[src/u2u_pkg.sv]
// Shared types and constants for the UTF-8 to UTF-16 transcoder.
`default_nettype none
package u2u_pkg;

   localparam int QueueDepth = 4;
   localparam int QueuePtrW  = $clog2(QueueDepth);

   typedef enum logic [1:0] {
      STATUS_UNIT = 2'd0,
      STATUS_OK   = 2'd1,
      STATUS_ERR  = 2'd2
   } status_type;

   localparam logic [7:0]  ASCII_MAX     = 8'h7F;
   localparam logic [7:0]  CONT_MAX      = 8'hBF;
   localparam logic [7:0]  LEAD2_MAX     = 8'hDF;
   localparam logic [7:0]  LEAD3_MAX     = 8'hEF;
   localparam logic [7:0]  LEAD4_MAX     = 8'hF7;
   localparam logic [20:0] SURR_LOW      = 21'h00D800;
   localparam logic [20:0] SURR_HIGH     = 21'h00DFFF;
   localparam logic [20:0] CODE_MAX      = 21'h10FFFF;
   localparam logic [20:0] BMP_MAX       = 21'h00FFFF;
   localparam logic [20:0] SUPP_BASE     = 21'h010000;
   localparam logic [15:0] HIGH_SURR_BASE = 16'hD800;
   localparam logic [15:0] LOW_SURR_BASE  = 16'hDC00;

   // One decoded byte: up to two code units, optionally followed by an end marker.
   typedef struct packed {
      logic [15:0] unit0;
      logic [15:0] unit1;
      logic [1:0]  unit_count;
      logic        has_marker;
      logic        marker_err;
   } entry_type;

endpackage
`default_nettype wire

[src/utf8_to_utf16_transcoder_unit.sv]
// UTF-8 to UTF-16 transcoder: the front decoder, entry queue and result sequencer.
//
// The request channel takes one UTF-8 byte per request in req_tdata, with
// req_tlast on the final byte of a string. The response channel returns
// UTF-16 code units in rsp_tdata with rsp_tuser = 0, and one end marker per
// string (rsp_tuser = 1 valid, 2 error, rsp_tdata = 0). rsp_tlast marks the
// final response caused by a request byte. After an error the rest of the
// string is dropped and only the error marker follows at the end byte.
// Each byte's results pass through the queue registers before they are offered.
// One request is taken every cycle while the four-entry queue has room; the
// response side sends one response per cycle while rsp_tready is high, so a
// byte that yields a surrogate pair plus a marker gives up to three responses,
// and bytes that yield nothing (lead and inner continuation bytes) take no
// response slot. When the receiver stalls, the queue fills and req_tready
// drops once four byte results are waiting. Reset is synchronous: it empties
// the queue and clears the decoder, so the next byte starts a new string.
`default_nettype none
module utf8_to_utf16_transcoder_unit import u2u_pkg::*; (
   input  wire logic        clock,
   input  wire logic        reset,
   input  wire logic        req_tvalid,
   output logic             req_tready,
   input  wire logic [7:0]  req_tdata,   // [7:0] data_byte
   input  wire logic        req_tlast,   // end_of_string
   output logic             rsp_tvalid,
   input  wire logic        rsp_tready,
   output logic [15:0]      rsp_tdata,   // [15:0] code_unit
   output logic [1:0]       rsp_tuser,   // [1:0] status
   output logic             rsp_tlast    // last_of_run
);

   logic      queue_full;
   logic      queue_not_empty;
   logic      push;
   logic      pop;
   entry_type push_entry;
   entry_type head;

   u2u_front front_i (
      .clock      (clock),
      .reset      (reset),
      .in_valid   (req_tvalid),
      .in_byte    (req_tdata),
      .in_last    (req_tlast),
      .queue_full (queue_full),
      .in_ready   (req_tready),
      .push       (push),
      .push_entry (push_entry)
   );

   u2u_queue queue_i (
      .clock      (clock),
      .reset      (reset),
      .push       (push),
      .push_entry (push_entry),
      .pop        (pop),
      .full       (queue_full),
      .not_empty  (queue_not_empty),
      .head       (head)
   );

   u2u_back back_i (
      .clock      (clock),
      .reset      (reset),
      .head_valid (queue_not_empty),
      .head       (head),
      .pop        (pop),
      .out_valid  (rsp_tvalid),
      .out_ready  (rsp_tready),
      .out_unit   (rsp_tdata),
      .out_status (rsp_tuser),
      .out_last   (rsp_tlast)
   );

endmodule
`default_nettype wire

[src/u2u_front.sv]
// Front end: decodes UTF-8 bytes into queue entries of UTF-16 units and end markers.
`default_nettype none
module u2u_front import u2u_pkg::*; (
   input  wire logic      clock,
   input  wire logic      reset,
   input  wire logic      in_valid,
   input  wire logic [7:0] in_byte,
   input  wire logic      in_last,
   input  wire logic      queue_full,
   output logic           in_ready,
   output logic           push,
   output entry_type      push_entry
);

   logic [20:0] acc_ff, acc_in;
   logic [1:0]  rem_ff, rem_in;
   logic        failed_ff, failed_in;

   logic        accept;
   logic        complete;
   logic        fail_now;
   logic [20:0] cp;
   logic [19:0] offset;
   logic [1:0]  count;
   logic        bad;
   logic [20:0] sum;

   assign in_ready = !queue_full;
   assign accept   = in_valid && in_ready;

   always_comb begin
      acc_in   = acc_ff;
      rem_in   = rem_ff;
      fail_now = 1'b0;
      complete = 1'b0;
      cp       = acc_ff;
      count    = 2'd0;
      offset   = '0;
      sum      = '0;
      push_entry = '0;
      if (!failed_ff) begin
         if (rem_ff == 2'd0) begin
            if (in_byte <= ASCII_MAX) begin
               cp       = {13'd0, in_byte};
               complete = 1'b1;
            end else if (in_byte <= CONT_MAX) begin
               fail_now = 1'b1;
            end else if (in_byte <= LEAD2_MAX) begin
               acc_in = {16'd0, in_byte[4:0]};
               rem_in = 2'd1;
            end else if (in_byte <= LEAD3_MAX) begin
               acc_in = {17'd0, in_byte[3:0]};
               rem_in = 2'd2;
            end else if (in_byte <= LEAD4_MAX) begin
               acc_in = {18'd0, in_byte[2:0]};
               rem_in = 2'd3;
            end else begin
               fail_now = 1'b1;
            end
         end else begin
            if (in_byte < 8'h80 || in_byte > CONT_MAX) begin
               fail_now = 1'b1;
            end else begin
               cp     = {acc_ff[14:0], in_byte[5:0]};
               acc_in = cp;
               rem_in = rem_ff - 2'd1;
               if (rem_ff == 2'd1) begin
                  complete = 1'b1;
               end
            end
         end
      end

      if (complete) begin
         acc_in = '0;
         if ((cp >= SURR_LOW && cp <= SURR_HIGH) || cp > CODE_MAX) begin
            fail_now = 1'b1;
         end else if (cp <= BMP_MAX) begin
            count            = 2'd1;
            push_entry.unit0 = cp[15:0];
         end else begin
            // Supplementary plane: split the 20-bit offset into a surrogate pair.
            sum              = cp - SUPP_BASE;
            offset           = sum[19:0];
            count            = 2'd2;
            push_entry.unit0 = HIGH_SURR_BASE | {6'd0, offset[19:10]};
            push_entry.unit1 = LOW_SURR_BASE | {6'd0, offset[9:0]};
         end
      end

      failed_in = failed_ff || fail_now;
      bad       = failed_in || (rem_in != 2'd0);

      push_entry.unit_count = count;
      if (in_last) begin
         push_entry.has_marker = 1'b1;
         push_entry.marker_err = bad;
         if (bad) begin
            push_entry.unit_count = 2'd0;
         end
         acc_in    = '0;
         rem_in    = '0;
         failed_in = 1'b0;
      end
   end

   assign push = accept && (in_last || (count != 2'd0));

   always_ff @(posedge clock) begin
      if (reset) begin
         acc_ff    <= '0;
         rem_ff    <= '0;
         failed_ff <= 1'b0;
      end else if (accept) begin
         acc_ff    <= acc_in;
         rem_ff    <= rem_in;
         failed_ff <= failed_in;
      end
   end

endmodule
`default_nettype wire

[src/u2u_queue.sv]
// Small register queue of decoded entries between the front and back ends.
`default_nettype none
module u2u_queue import u2u_pkg::*; (
   input  wire logic      clock,
   input  wire logic      reset,
   input  wire logic      push,
   input  entry_type      push_entry,
   input  wire logic      pop,
   output logic           full,
   output logic           not_empty,
   output entry_type      head
);

   entry_type             slots_ff [QueueDepth];
   logic [QueuePtrW-1:0]  wr_ptr_ff, wr_ptr_in;
   logic [QueuePtrW-1:0]  rd_ptr_ff, rd_ptr_in;
   logic [QueuePtrW:0]    count_ff, count_in;

   assign full      = (count_ff == (QueuePtrW+1)'(QueueDepth));
   assign not_empty = (count_ff != '0);
   assign head      = slots_ff[rd_ptr_ff];

   always_comb begin
      wr_ptr_in = push ? wr_ptr_ff + 1'b1 : wr_ptr_ff;
      rd_ptr_in = pop ? rd_ptr_ff + 1'b1 : rd_ptr_ff;
      count_in  = count_ff;
      if (push && !pop) begin
         count_in = count_ff + 1'b1;
      end else if (pop && !push) begin
         count_in = count_ff - 1'b1;
      end
   end

   always_ff @(posedge clock) begin
      if (reset) begin
         wr_ptr_ff <= '0;
         rd_ptr_ff <= '0;
         count_ff  <= '0;
      end else begin
         wr_ptr_ff <= wr_ptr_in;
         rd_ptr_ff <= rd_ptr_in;
         count_ff  <= count_in;
      end
   end

   always_ff @(posedge clock) begin
      if (push) begin
         slots_ff[wr_ptr_ff] <= push_entry;
      end
   end

endmodule
`default_nettype wire

[src/u2u_back.sv]
// Back end: steps through the results of the head entry, one per cycle while out_ready is high.
`default_nettype none
module u2u_back import u2u_pkg::*; (
   input  wire logic   clock,
   input  wire logic   reset,
   input  wire logic   head_valid,
   input  entry_type   head,
   output logic        pop,
   output logic        out_valid,
   input  wire logic   out_ready,
   output logic [15:0] out_unit,
   output logic [1:0]  out_status,
   output logic        out_last
);

   logic [1:0] idx_ff, idx_in;
   logic [1:0] total;
   logic       fire;

   assign total     = head.unit_count + {1'b0, head.has_marker};
   assign out_valid = head_valid;
   assign out_last  = (idx_ff == total - 2'd1);
   assign fire      = out_valid && out_ready;
   assign pop       = fire && out_last;

   always_comb begin
      if (idx_ff < head.unit_count) begin
         out_unit   = (idx_ff == 2'd0) ? head.unit0 : head.unit1;
         out_status = STATUS_UNIT;
      end else begin
         out_unit   = '0;
         out_status = head.marker_err ? STATUS_ERR : STATUS_OK;
      end
      idx_in = idx_ff;
      if (pop) begin
         idx_in = '0;
      end else if (fire) begin
         idx_in = idx_ff + 2'd1;
      end
   end

   always_ff @(posedge clock) begin
      if (reset) begin
         idx_ff <= '0;
      end else begin
         idx_ff <= idx_in;
      end
   end

endmodule
`default_nettype wire
[config.mk]
export PLATFORM = sky130hd
export DESIGN_NAME = utf8_to_utf16_transcoder_unit
export DESIGN_NICKNAME = d
export VERILOG_FILES = /design/src/u2u_pkg.sv /design/src/utf8_to_utf16_transcoder_unit.sv /design/src/u2u_front.sv /design/src/u2u_queue.sv /design/src/u2u_back.sv
export SDC_FILE = /design/constraint.sdc
export NUM_CORES = 1
export LEC_CHECK = 0
export ABC_AREA = 1
export BUFFER_PORTS_ARGS = -buffer_cell sky130_fd_sc_hd__buf_2
export CORE_AREA = 3 3 142 130
export DETAILED_ROUTE_END_ITERATION = 12
export DIE_AREA = 0 0 145 133
export GPL_TIMING_DRIVEN = 1
export PLACE_DENSITY = 0.68
export SYNTH_ARGS = -nofsm -noshare
export SYNTH_HDL_FRONTEND = slang
export SYNTH_SLANG_ARGS = --single-unit
export TNS_END_PERCENT = 30
[constraint.sdc]
create_clock -name clock -period 6.1 [get_ports clock]
set_input_delay 1.83 -clock clock [delete_from_list [all_inputs] [get_ports clock]]
set_output_delay 1.83 -clock clock [all_outputs]
set_load 0.05 [all_outputs]
* Yosys cells after proc, flatten, opt, wreduce, memory -nomap -nowiden
Memory sizes are Yosys's and may differ from the RTL's. A register that Yosys moved wholly into a read port is not among the register bits.
Index checks and enable logic that the tools add are counted.
W data, S select, Z words.
** Word-level totals
- Bits in writable memories :: 144
- Bits in registers :: 33
- Output and inout port bits :: 21
- Memories :: 1
- Input port bits :: 13
- Logic and storage cells :: 116
** Cells by class
- Multiplexer cells :: 57
- Eq/ne operators :: 7
- Add/subtract/negate cells :: 9
- $lt $le $gt $ge :: 12
- Reductions and logical operators :: 23
** Memories
- queue_i.slots_ff :: depth 4, width 36, rd ports 1, clocked after memory_dff 1, wr ports 1, line u2u_queue.sv:14 : entry_type slots_ff [QueueDepth];
** Operator list (count)
- $mux W21 :: 13
- $mux W16 :: 4
- $mux W32 :: 2
- $le A21 B16 Y1 const B :: 2
- $mux W2 :: 17
- $le A8 B8 Y1 const B :: 4
- $ge A21 B16 Y1 const B :: 1
- $gt A21 B21 Y1 const B :: 1
- $sub A20 B17 Y20 const B :: 1
- $mux W1 :: 18
- $gt A8 B8 Y1 const B :: 1
- $le A8 B7 Y1 const B :: 1
- $lt A8 B8 Y1 const B :: 1
- $ne A4 B3 Y1 const B :: 2
- $logic_and A1 B1 Y1 :: 7
- $add A2 B1 Y2 const B :: 3
- $mux W3 :: 2
- $ne A6 B5 Y1 const B :: 1
- $reduce_bool A2 Y1 :: 3
- $logic_or A1 B1 Y1 :: 5
- $reduce_and A5 Y1 :: 1
- $logic_not A2 Y1 :: 2
- $mux W4 :: 1
- $sub A2 B1 Y2 const B :: 2
- other kinds (11) :: 13

* Logic depth before layout (Yosys ltp)
- Depth after elaboration :: 17
- Depth in mapped cells :: 29
- Mapped depth without buffers :: 28

* Hierarchy
A second synthesis with hierarchy kept.
** Unflattened totals
- Cell total of the unflattened synthesis :: 968
- Area total of the unflattened synthesis :: 9231.4 um^2
** Modules (own cells, without submodules)
- u2u_queue :: seq. area each 4504.3 um^2, cells each 407, area each 6048.3 um^2, instances 1
- u2u_front :: seq. area each 480.5 um^2, cells each 466, area each 2670.1 um^2, instances 1
- u2u_back :: seq. area each 40.0 um^2, cells each 95, area each 513.0 um^2, instances 1

* Worst setup path after synthesis
Ideal clock, no wire load.
- Kind :: in2reg
- From :: in req_tdata[7]
- To :: mem queue_i.slots_ff[0][0] (netlist bit), enable pin
- Setup slack :: 0.934 ns
- Arrival :: 4.747 ns
- Path buffers :: 2
- Cell stages on the path :: 16
- Required time :: 5.681 ns
- Setup time :: 0.419 ns
- Path through :: buf_4 -> nand2_4 -> buf_6 -> nand2_2 -> nand4_1 -> nand2_1 -> inv_1 -> ha_1 -> nand2_1 -> nor2_1 -> nand3_1 -> nand2_2 -> nand3_2 -> nand2_1 -> nand2_1 -> nor2_1
** Between the ends
- Longest elaborated chain between the ends :: 15
- Elaborated cells between the ends (all ways) :: 26
- Those cells by class :: 7 x order compare; 13 x mux; 6 x reduce/logical
** RTL lines
- from (decl) :: line utf8_to_utf16_transcoder_unit.sv:23 : input wire logic [7:0] req_tdata,
- $lt A8 B8 Y1 / $gt A8 B8 Y1 (equally long branches) :: line u2u_front.sv:61 : if (in_byte < 8'h80 || in_byte > CONT_MAX) begin
- $logic_or A1 B1 Y1 :: line u2u_front.sv:61
- $mux W21 :: line u2u_front.sv:61
- $mux W21 :: line u2u_front.sv:42 : if (rem_ff == 2'd0) begin
- $mux W21 :: line u2u_front.sv:41 : if (!failed_ff) begin
- $ge A21 B16 Y1 / $le A21 B16 Y1 (equally long branches) :: line u2u_front.sv:76 : if ((cp >= SURR_LOW && cp <= SURR_HIGH) || cp > CODE_MAX) begin
- $logic_and A1 B1 Y1 :: line u2u_front.sv:76
- $logic_or A1 B1 Y1 :: line u2u_front.sv:76
- $mux W2 :: line u2u_front.sv:76
- $mux W2 * :: line u2u_front.sv:74 : if (complete) begin
- $reduce_bool A2 Y1 * :: line u2u_front.sv:107 : assign push = accept && (in_last || (count != 2'd0));
- $logic_or A1 B1 Y1 * :: line u2u_front.sv:107
- $logic_and A1 B1 Y1 * :: line u2u_front.sv:107
- $mux W1 * :: line u2u_queue.sv:47 : if (push) begin
- $mux W1 (not written as such) * :: line u2u_queue.sv:48 : slots_ff[wr_ptr_ff] <= push_entry;
- to (decl) :: line u2u_queue.sv:14
Every way passes the cells marked *; elsewhere a longest branch is shown, timed or not.

==> impl_results.md <==
* CP bufs+invs at 3
* CTS Hold Bufs at 0
* Area of the multi-input gates at ~0.0032 sq mm
* Seq cells post-synth at approximately 160
* Post-Syn Area at 0.00815 sq mm
* Gr usage total at between 10% and 20%
* Pwr dens at 456 mW/mm^2
* DR vias/cell at approximately 5.5
* Initial drt markers at 513
* Status: completed
* Number of fill cells at 1518
* Cell family with most CP delay: simple AND/OR/NAND/NOR gates
* Hold Path Class: reg2reg
* Pre-antenna DRT Iters at 5
* Skew-Pair Late Insertion Delay at approximately 0.42 ns
* Mapped Nets at about 910
* Synth warnings at 0
* Reg2Reg Setup Slack at around 1.6 ns
* Setup Buffers After CTS at 0
* Initial Util at approximately half
* ANT cells at 0
* Worst Max-Slew Pin Slew at around 0.82 ns
* Sw frac at a little over two fifths
* Yosys cell types at 47
* FF/Latch Area at roughly 0.0044 sq mm
* I/O pin count at 34
* Clock sink total at between 150 and 200
* Root buf cell: clkbuf_16
* Max Clock Skew at about 0.010 ns
* Synth Instances at 880
* Ys flop type: edfxtp_1
* Crit Path Class: reg2out
* Die width at about 150 microns
* Maximum VDD drop at around 0.21 mV
* Die Ht at about 130 microns
* Leak at ~3.6 nW
* Psw at between 1.5 and 2 mW
* Avg Inst Size Synth at 9.27 sq um
* Via count at about 6.3k
* FP Rows at 45
* Cells along the critical path: buf_4 > nand2_1 > a32o_1 > ha_1 > o21ai_0 > inv_1 > nor2_1 > nand2_1 > o22ai_1 > buf_2
* F_max at around 0.18 GHz
* Crit path required time at 4.27 ns
* Number of remaining DRC errors at 0
* Max-cap viol count at 0
* WL final at between 15000 and 20000 microns
* Routed Antenna Nets at 0
* Dpl hpwl at 11900 microns
* Slowest CP cell: buf_4
* Pint at about 2.4 mW
* Number of global-route vias before repair at ~5.7k
* Final hold violation count at 0
* Gr ovfl total at 0
* Reg power frac at ~34%
* Tcrit/Tclk final at 90.9%
* Bufs on Longest Clock Path at 2
* Final core utilization at 53.5%
* Worst endpoint data arrival time at between 3 and 4 ns
* Port bufs at 33
* Final net count at 925
* Post-synth EDFFs at roughly 120
* Die area at approximately 0.019 sq mm
* H-tree levels at 4
* Min Clock Period, post-route at 5.54 ns
* Comb pwr share at 40.0%
* RSZ-0062 raised after global routing: no
* Clk pwr share at between 20% and 30%
* Max incr delay on CP at 0.53 ns
* Final TNS setup at 0 ns
* Largest net degree at the start of global routing at 63
* Avg WL per Cell at between 15 and 20 microns
* Async SR Flop Fraction at 0%
* Global-route wire length before repair at around 30000 microns
* Crit. End Element: output port
* CTS buffer count at 17
* Antenna violations before repair at 0
* Most common cell on crit path: nand2_1
* Clock-pin slew on the worst setup and hold paths at roughly 0.070 ns
* Final GP Congestion at between 0.9 and 1
* Layout area overhead at 11.3%
* Post-synthesis sequential area ratio at 54.3%
* Ratio of cells with drive above 1 in the final layout at about 17%
* Worst setup SP type: flop
* CTS tree: done
* Core area at between 0.015 and 0.02 sq mm
* Slew headroom at 45.5%
* CP Max Fanout at 62
* Slew Viols, Final at 0
* Post-CTS resize count at 0
* Setup violations, final at 0
cell usage in the layout, fill, tap and decap left out, drive strengths merged, types with 2 or more instances in the layout:
master    n
buf      44
bufinv    2
nor2     72
a31oi     6
o31ai     2
edfxtp  124
nor3      4
a21oi    65
a211oi   22
o21a      2
nand4    15
ha       12
dfxtp    35
inv      90
a41oi    11
a22oi     5
nand2   256
a32o     20
xnor2     2
o21ai    44
clkbuf   17
o22ai     7
clkinv    6
nand3    40
power groups by stage:
stage | sequential [mW] | combinational [mW] | clock [mW]
5_1_grt | 1.43 | 1.81 | 1.14
3_3_place_gp | 1.44 | 1.65 | 0
3_5_place_dp | 1.44 | 1.66 | 0
2_1_floorplan | 1.42 | 1.28 | 0
6_report | 1.42 | 1.66 | 1.06
4_1_cts | 1.42 | 1.66 | 1.09
per-stage QoR:
step	cells	worst slack (ns)	area (sq um)	power [mW]	hold slack [ns]
global route	1147	0.231	9070	4.38	0.506
CTS	1147	0.515	9070	4.17	0.472
global placement	1115	0.720	8480	3.09	0.455
finish	1147	0.557	9070	4.14	0.468
floorplan	880	0.934	8150	2.70	0.444
detailed placement	1115	0.615	8480	3.10	0.462
state kept, by name, indices dropped and copies added (netlist names), named ones only:
signal	count
queue_i.slots_ff	124
front_i.acc_ff	21
queue_i.count_ff	3
back_i.idx_ff	2
front_i.rem_ff	2
queue_i.rd_ptr_ff	2
queue_i.wr_ptr_ff	2
front_i.failed_ff	1
synth_stat cells (2+ instances only):
master    number  area, sq um
a211oi_1      22          165
a21oi_1       63          315
a21oi_2        2         17.5
a22oi_1        5         37.5
a31oi_1        6         37.5
a32o_1        20          200
a41oi_1       11         96.3
buf_1          4         15.0
buf_2          8         40.0
buf_4          2         15.0
buf_6          5         56.3
clkbuf_1      24         90.1
dfxtp_1       35          701
edfxtp_1     124         3720
ha_1          12          150
inv_1         78          293
inv_2          3         11.3
inv_4          2         12.5
nand2_1      227          852
nand2_2       24          150
nand2_4        5         56.3
nand3_1       36          180
nand3_2        4         40.0
nand4_1       14         87.6
nor2_1        55          206
nor2_2        15         93.8
nor2_4         2         22.5
nor3_1         2         10.0
nor3_2         2         20.0
o21a_1         2         15.0
o21ai_0       35          175
o21ai_2        8         70.1
o22ai_1        7         43.8
o31ai_1        2         15.0
xnor2_1        2         17.5
cells by family (layout without fill, tap and decap cells):
logic type               after synthesis  after routing  synth area share (%)
AO/OA/AOI/OAI                        189            189                  15.2
AND/OR/NAND/NOR                      388            388                  21.3
adder cells (fa/ha/maj)               13             13                  2.09
flip-flops                           159            159                  54.3
buffers and inverters                128            160                  6.83
XOR/XNOR                               3              3                 0.322
path summary, 6_finish.rpt:
check / start / endpoint / cells after the start
max: flop / rsp_tdata[7] / 10
min: front_i.rem_ff[1] / front_i.rem_ff[1] / 2
max reg2reg: front_i.rem_ff[0] / queue_i.count_ff[1] / 21
min reg2reg: front_i.rem_ff[1] / front_i.rem_ff[1] / 2
area by class of cell:
| cell class | instances | area share (%) |
|---|---|---|
| clock inverter | 15 | 1.92 |
| clock buffer | 17 | 4.69 |
| inverter | 84 | 3.53 |
| tap | 235 | 3.24 |
| multi-input combinational | 593 | 35.1 |
| timing repair buffer | 44 | 2.73 |
| sequential | 159 | 48.8 |
layer usage:
layer | GRT usage [%] | up-vias | routed length, microns
met2 | 30.0 | 184 | 8310
met1 | 27.9 | 2988 | 8850
met3 | 4.21 | 31 | 980
met5 | 0 | - | 0
met4 | 5.70 | 0 | 357
li1 | - | 3098 | -
worst register-to-register path, cell delays in order (launching register included):
cell and delay (ns):
dfxtp_1 0.38, inv_1 0.08, ha_1 0.35, inv_2 0.62
nor2_1 0.25, nand2_1 0.11, nand3_1 0.09, o21ai_0 0.39
nand2_1 0.09, nor3_1 0.28, nand3_1 0.12, nand2_1 0.09
nand2_2 0.07, nand3_2 0.14, nand2_1 0.14, nand2_1 0.24
inv_1 0.08, ha_1 0.19, inv_1 0.09, fa_1 0.41
o21ai_0 0.16, a21oi_1 0.06
Power figures use the tool's default switching activity.
